==> config.mk <==
export PLATFORM = sky130hd
export DESIGN_NAME = stable_priority_queue
export DESIGN_NICKNAME = d
export VERILOG_FILES = /design/src/sv/spq_pkg.sv /design/src/sv/stable_priority_queue.sv
export SDC_FILE = /design/constraint.sdc
export NUM_CORES = 1
export LEC_CHECK = 0
export BUFFER_PORTS_ARGS = -buffer_cell sky130_fd_sc_hd__buf_2
export CORE_MARGIN = 1.5
export CORE_UTILIZATION = 45
export CTS_BUF_LIST = sky130_fd_sc_hd__clkbuf_16
export CTS_CLUSTER_DIAMETER = 150
export CTS_CLUSTER_SIZE = 24
export DETAILED_ROUTE_END_ITERATION = 16
export PLACE_DENSITY_LB_ADDON = 0.2
export SLEW_MARGIN = 20
export SYNTH_ARGS = -nofsm -noshare
export SYNTH_HDL_FRONTEND = slang
export SYNTH_SLANG_ARGS = --single-unit
==> constraint.sdc <==
create_clock -name clk_i -period 6.6 [get_ports clk_i]
set_input_delay 0.66 -clock clk_i [delete_from_list [all_inputs] [get_ports clk_i]]
set_output_delay 0.66 -clock clk_i [all_outputs]
set_load 0.005 [all_outputs]
==> src/sv/spq_pkg.sv <==
package spq_pkg;

  localparam int unsigned Depth    = 16;
  localparam int unsigned AddrBits = 4;
  localparam int unsigned CntBits  = 5;
  localparam int unsigned TagBits  = 16;
  localparam int unsigned PrioBits = 16;

  localparam logic OP_ADD      = 1'b0;
  localparam logic OP_COMPLETE = 1'b1;

  localparam logic [2:0] REG_CAPACITY = 3'd0;

  typedef struct packed {
    logic                       operation;
    logic signed [PrioBits-1:0] priority_req;
    logic [TagBits-1:0]         task_tag;
  } in_word_t;

  typedef struct packed {
    logic                  accepted;
    logic [CntBits-1:0]    entry_total;
    logic                  front_valid;
    logic [TagBits-1:0]    front_tag;
    logic [PrioBits-2:0]   front_priority;
  } out_word_t;

  typedef struct packed {
    logic [PrioBits-2:0] prio;
    logic [TagBits-1:0]  tag;
  } slot_t;

  typedef enum logic [2:0] {
    S_IDLE,
    S_ADD_RD,
    S_ADD_CMP,
    S_CPL_RD,
    S_CPL_WR,
    S_FRONT_RD,
    S_OUT
  } state_e;

endpackage

==> src/sv/stable_priority_queue.sv <==
// Stable priority queue: up to 16 entries kept in one single-port-write,
// registered-read memory, sorted by descending priority, equal priorities in
// arrival order. A word is taken when start_i is high and busy_o low; exactly
// one result word follows, shown for one cycle with res_valid_o high, and it
// cannot be stalled. A refused word goes straight to the front read; an add
// moves lower-priority entries back one at a time from the tail, then writes
// the new entry into the gap; a complete moves every later entry forward by
// one; busy_o stays high until the result cycle ends. Each moved entry costs
// one memory read and one write back. No clearing pass after reset.
module stable_priority_queue (
  input  logic                 clk_i,
  input  logic                 rst_ni,
  input  logic                 start_i,
  output logic                 busy_o,
  input  spq_pkg::in_word_t    cmd_i,
  output logic                 res_valid_o,
  output spq_pkg::out_word_t   res_o,
  input  logic                 psel,
  input  logic                 penable,
  input  logic                 pwrite,
  input  logic [2:0]           paddr,
  input  logic [31:0]          pwdata,
  output logic [31:0]          prdata,
  output logic                 pready
);

  localparam logic [spq_pkg::CntBits-1:0] DepthCnt = spq_pkg::CntBits'(spq_pkg::Depth);

  spq_pkg::state_e state_q, state_d;

  logic [spq_pkg::CntBits-1:0]  cap_q;
  logic [spq_pkg::CntBits-1:0]  count_q, count_d;
  logic [spq_pkg::CntBits-1:0]  j_q, j_d;
  logic [spq_pkg::AddrBits-1:0] i_q, i_d;
  logic                         acc_q, acc_d;
  logic [spq_pkg::PrioBits-2:0] prio_q, prio_d;
  logic [spq_pkg::TagBits-1:0]  tag_q, tag_d;

  spq_pkg::slot_t               mem [spq_pkg::Depth];
  spq_pkg::slot_t               rd_q;
  logic                         mem_we, mem_re;
  logic [spq_pkg::AddrBits-1:0] waddr, raddr;
  spq_pkg::slot_t               wdata;

  logic [spq_pkg::CntBits-1:0]  limit;
  logic                         take, add_ok, cpl_ok, cfg_we;
  logic [spq_pkg::CntBits-1:0]  j_m1;

  assign limit  = (cap_q > DepthCnt) ? DepthCnt : cap_q;
  assign take   = start_i && (state_q == spq_pkg::S_IDLE);
  assign add_ok = !cmd_i.priority_req[spq_pkg::PrioBits-1] && (count_q < limit);
  assign cpl_ok = (count_q != '0);
  assign j_m1   = j_q - 1'b1;

  // configuration port
  assign pready = 1'b1;
  assign cfg_we = psel && penable && pwrite && (paddr == spq_pkg::REG_CAPACITY);
  assign prdata = (paddr[2] == spq_pkg::REG_CAPACITY[2]) ? 32'(cap_q) : 32'd0;

  always_comb begin
    state_d = state_q;
    case (state_q)
      spq_pkg::S_IDLE: begin
        if (start_i) begin
          if (cmd_i.operation == spq_pkg::OP_ADD) begin
            state_d = add_ok ? spq_pkg::S_ADD_RD : spq_pkg::S_FRONT_RD;
          end else if (cpl_ok && count_q != 5'd1) begin
            state_d = spq_pkg::S_CPL_RD;
          end else begin
            state_d = spq_pkg::S_FRONT_RD;
          end
        end
      end
      spq_pkg::S_ADD_RD: begin
        state_d = (j_q == '0) ? spq_pkg::S_FRONT_RD : spq_pkg::S_ADD_CMP;
      end
      spq_pkg::S_ADD_CMP: begin
        state_d = (rd_q.prio >= prio_q) ? spq_pkg::S_FRONT_RD : spq_pkg::S_ADD_RD;
      end
      spq_pkg::S_CPL_RD: state_d = spq_pkg::S_CPL_WR;
      spq_pkg::S_CPL_WR: begin
        state_d = ((spq_pkg::CntBits'(i_q) + 1'b1) < count_q) ? spq_pkg::S_CPL_RD
                                                              : spq_pkg::S_FRONT_RD;
      end
      spq_pkg::S_FRONT_RD: state_d = spq_pkg::S_OUT;
      spq_pkg::S_OUT:      state_d = spq_pkg::S_IDLE;
      default:             state_d = spq_pkg::S_IDLE;
    endcase
  end

  always_comb begin
    count_d = count_q;
    j_d     = j_q;
    i_d     = i_q;
    acc_d   = acc_q;
    prio_d  = prio_q;
    tag_d   = tag_q;
    mem_we  = 1'b0;
    mem_re  = 1'b0;
    waddr   = '0;
    raddr   = '0;
    wdata   = rd_q;
    case (state_q)
      spq_pkg::S_IDLE: begin
        if (take) begin
          prio_d = cmd_i.priority_req[spq_pkg::PrioBits-2:0];
          tag_d  = cmd_i.task_tag;
          j_d    = count_q;
          i_d    = '0;
          if (cmd_i.operation == spq_pkg::OP_ADD) begin
            acc_d = add_ok;
            if (add_ok) count_d = count_q + 1'b1;
          end else begin
            acc_d = cpl_ok;
            if (cpl_ok) count_d = count_q - 1'b1;
          end
        end
      end
      spq_pkg::S_ADD_RD: begin
        if (j_q == '0) begin
          mem_we = 1'b1;
          waddr  = '0;
          wdata  = '{prio: prio_q, tag: tag_q};
        end else begin
          mem_re = 1'b1;
          raddr  = j_m1[spq_pkg::AddrBits-1:0];
        end
      end
      spq_pkg::S_ADD_CMP: begin
        mem_we = 1'b1;
        waddr  = j_q[spq_pkg::AddrBits-1:0];
        if (rd_q.prio >= prio_q) begin
          wdata = '{prio: prio_q, tag: tag_q};
        end else begin
          wdata = rd_q;
          j_d   = j_m1;
        end
      end
      spq_pkg::S_CPL_RD: begin
        mem_re = 1'b1;
        raddr  = i_q + 1'b1;
      end
      spq_pkg::S_CPL_WR: begin
        mem_we = 1'b1;
        waddr  = i_q;
        wdata  = rd_q;
        i_d    = i_q + 1'b1;
      end
      spq_pkg::S_FRONT_RD: begin
        mem_re = 1'b1;
        raddr  = '0;
      end
      default: ;
    endcase
  end

  always_comb begin
    res_valid_o = (state_q == spq_pkg::S_OUT);
    busy_o      = (state_q != spq_pkg::S_IDLE);
    res_o.accepted       = acc_q;
    res_o.entry_total    = count_q;
    res_o.front_valid    = (count_q != '0);
    res_o.front_tag      = (count_q != '0) ? rd_q.tag  : '0;
    res_o.front_priority = (count_q != '0) ? rd_q.prio : '0;
  end

  always_ff @(posedge clk_i) begin
    if (mem_we) begin
      mem[waddr] <= wdata;
    end
    if (mem_re) begin
      rd_q <= mem[raddr];
    end
  end

  always_ff @(posedge clk_i or negedge rst_ni) begin
    if (!rst_ni) begin
      state_q <= spq_pkg::S_IDLE;
      cap_q   <= DepthCnt;
      count_q <= '0;
      j_q     <= '0;
      i_q     <= '0;
      acc_q   <= 1'b0;
    end else begin
      state_q <= state_d;
      count_q <= count_d;
      j_q     <= j_d;
      i_q     <= i_d;
      acc_q   <= acc_d;
      if (cfg_we) begin
        cap_q <= pwdata[spq_pkg::CntBits-1:0];
      end
    end
  end

  always_ff @(posedge clk_i) begin
    prio_q <= prio_d;
    tag_q  <= tag_d;
  end

endmodule

==> results.yml <==
cts:
  cts_buffers: 28
  cts_hold_buf: 0
  cts.clk_slew.worst_paths_ns: 0.10
  htree_levels: 1
  clock_path_buffers: 3
  clock_latency_ns: 0.61
  ctsResizeCount: 0
  cts.sinks: 581
  cts_tree: "done"
  clockRootBuffer: "clkbuf_16"
  post_cts_buffers: 0
setup_path:
  timing.rr.start: "state_q[0]"
  endpoint_kind: "flip-flop"
  rrSetupSlack_ns: 2.00
  reg2reg_to: "mem[8][29]"
  crit_fanout: 26
  critPathKind: "reg2reg"
  critical_path_required_ns: 6.90
  critical_path_arrival_ns: 4.90
  start_kind: "flip-flop"
  ff2ff_path_depth: 5
final_layout:
  insertedDiodeCount: 0
  drive_gt1_share_pct: 21.4
  area_delta_synth_final_pct: 9.23
  fin_nets: 1453
worst_hold_path:
  hold_class: "in2async"
timing:
  tns_ns: 0
  period_share_pct: 69.7
  drv_slew: 0
  tightest_slew_ns: 0.985
  setup_violations: 0
  maxSlewHeadroom_pct: 32.4
  hold_viol_final: 0
  max_freq_ghz: 0.217
  rsz0062_at_grt: "no"
  skew_ns: 0.0259
  hold_ws_ns: 0.0212
  fin_crit_ns: 4.60
yosys:
  synth-seq-cells: 581
  avgSynthCellArea_um2: 18.7
  synthSimpleGateAreaFrac_pct: 3.76
  synth_enable_flop_cells: 558
  synth.cell_area_um2: 23700
  synthDistinctLibCells: 59
  yosysMostFrequentCell: "edfxtp_1"
  synth_adder_area_share_pct: 1.48
  synth_top_family_by_area: "multiplexers"
  synth_top_cell_by_area: "edfxtp_1"
  synth_area_leaders: "edfxtp_1, mux4_2, mux4_1"
  netlist_instances: 1267
  ys_top_cells_by_count: "edfxtp_1, nor2_1, mux4_2, o22ai_1"
  synth-compound-area-share_pct: 4.08
  synth_seq_area_share_pct: 73.1
  synth_top_cell_area_share_pct: 70.7
  synth_warnings: 0
  synth-xor-area-share_pct: 0.369
  ys_dominant_reg_cell: "edfxtp_1"
  synth_mux_area_share_pct: 13.9
  synthArstFlopShare_pct: 3.96
pwr:
  irDropWorstVdd_uv: 272
  power_mw: 12.8
  leakage_nw: 8.76
  power_density_nw_per_um2: 494
floorplan:
  io-pin-count: 147
  rows: 83
  start_util_pct: 45.8
  core_um2: 51700
  die-width_um: 233
  die_y_um: 233
  die_area_um2: 54100
placed_design:
  placement.io_buffers: 91
  dpl.hpwl_mm: 29.8
  gp_congestion: 0.825
global_route:
  grt_pass1_wl_mm: 79.1
  grt_max_degree: 60
  first_global_vias: 11700
  grt_usage_pct: 20.6
  gr-total-overflow: 0
  grt_antenna_before_repair: 2
routing:
  drt-total-wl_mm: 55.5
  dr.first_iter.drc_count: 1231
  ant_nets: 0
  drc: 0
  wire_per_inst_um: 27.0
  num_vias: 11900
  vias_per_cell: 5.78
  drt-pass1-iter-count: 7
job:
  cap_violations: 0
status:
  status: "completed"
-- per-layer routing --
metal  share of wire [%]  GRT usage [%]  up-vias
li1                    -              -     5181
met1                  43           29.4     6238
met2                  50           34.3      385
met3                 5.9           2.10       58
met4                 1.7           4.70        0
met5                   0              0        -
-- cell type report --
class / count / area (um^2)
fillers: 4251 / 25800
flip-flops and latches: 581 / 17300
clock inverters: 23 / 103
multi-input cells: 567 / 6000
repair buffers: 121 / 693
clock buffers: 29 / 726
well taps: 680 / 851
inverters: 52 / 195
-- stage by stage --
| stage | cells | area (um^2) | utilization [%] | setup WS, ns |
|---|---|---|---|---|
| floorplan | 1293 | 23800 | - | 3.04 |
| global placement | 2001 | 25000 | 48.3 | 2.05 |
| detailed placement | 2001 | 25000 | 48.3 | 1.79 |
| CTS | 2053 | 25800 | 49.9 | 1.82 |
| global route | 2053 | 25900 | 50.1 | 1.78 |
| finish | 2053 | 25900 | 50.1 | 2.00 |
-- sequential cells by signal, indices dropped and copies added, names as in the netlist --
register	count
count_q	5
j_q	5
mem	496
i_q	4
state_q	3
acc_q	1
cap_q	5
tag_q	16
rd_q	31
prio_q	15
-- cell families (layout without fill, tap and decap cells) --
family,after synthesis,in the layout
AOI/OAI and AO/OA,145,145
xor gates and xnor gates,10,10
adders and majority gates,28,28
buffers and inverters,145,225
DFF,581,581
muxes,156,156
other,2,28
and+or+nand+nor,200,200
-- cell usage in the layout (no fill, tap or decap), drive strengths merged, types with 22 or more instances in the layout --
| cell | n |
|---|---|
| o22ai | 65 |
| mux2i | 25 |
| conb | 28 |
| clkbuf | 29 |
| ha | 28 |
| buf | 121 |
| inv | 75 |
| nand2 | 52 |
| dfrtp | 22 |
| mux4 | 124 |
| edfxtp | 558 |
| nor2 | 94 |
-- how the worst max path moves through the flow --
| stage | startpoint | end | cells past startpoint |
|---|---|---|---|
| global placement | state_q[0] | mem[2][23] | 5 |
| floorplan | j_q[0] | mem[0][0] | 9 |
| detailed placement | state_q[0] | mem[10][29] | 5 |
| finish | state_q[0] | mem[8][29] | 5 |
| global route | state_q[0] | mem[1][6] | 5 |
| CTS | state_q[0] | mem[8][29] | 5 |
-- power breakdown --
| part | total [mW] | internal, mW | switching (mW) |
|---|---|---|---|
| logic | 4.76 | 1.67 | 3.09 |
| clock network | 1.93 | 0.808 | 1.13 |
| registers | 6.11 | 5.82 | 0.291 |
| total | 12.8 | 8.29 | 4.51 |
-- worst max-delay path, cell delays in order, from the launching register on --
cell     delay [ns]
dfrtp_1        0.86
nor2b_1        0.83
nand3_2        0.54
nand3_2        0.71
buf_4          0.57
mux2i_2        0.75
No activity file was read; power rests on OpenSTA's default activity.
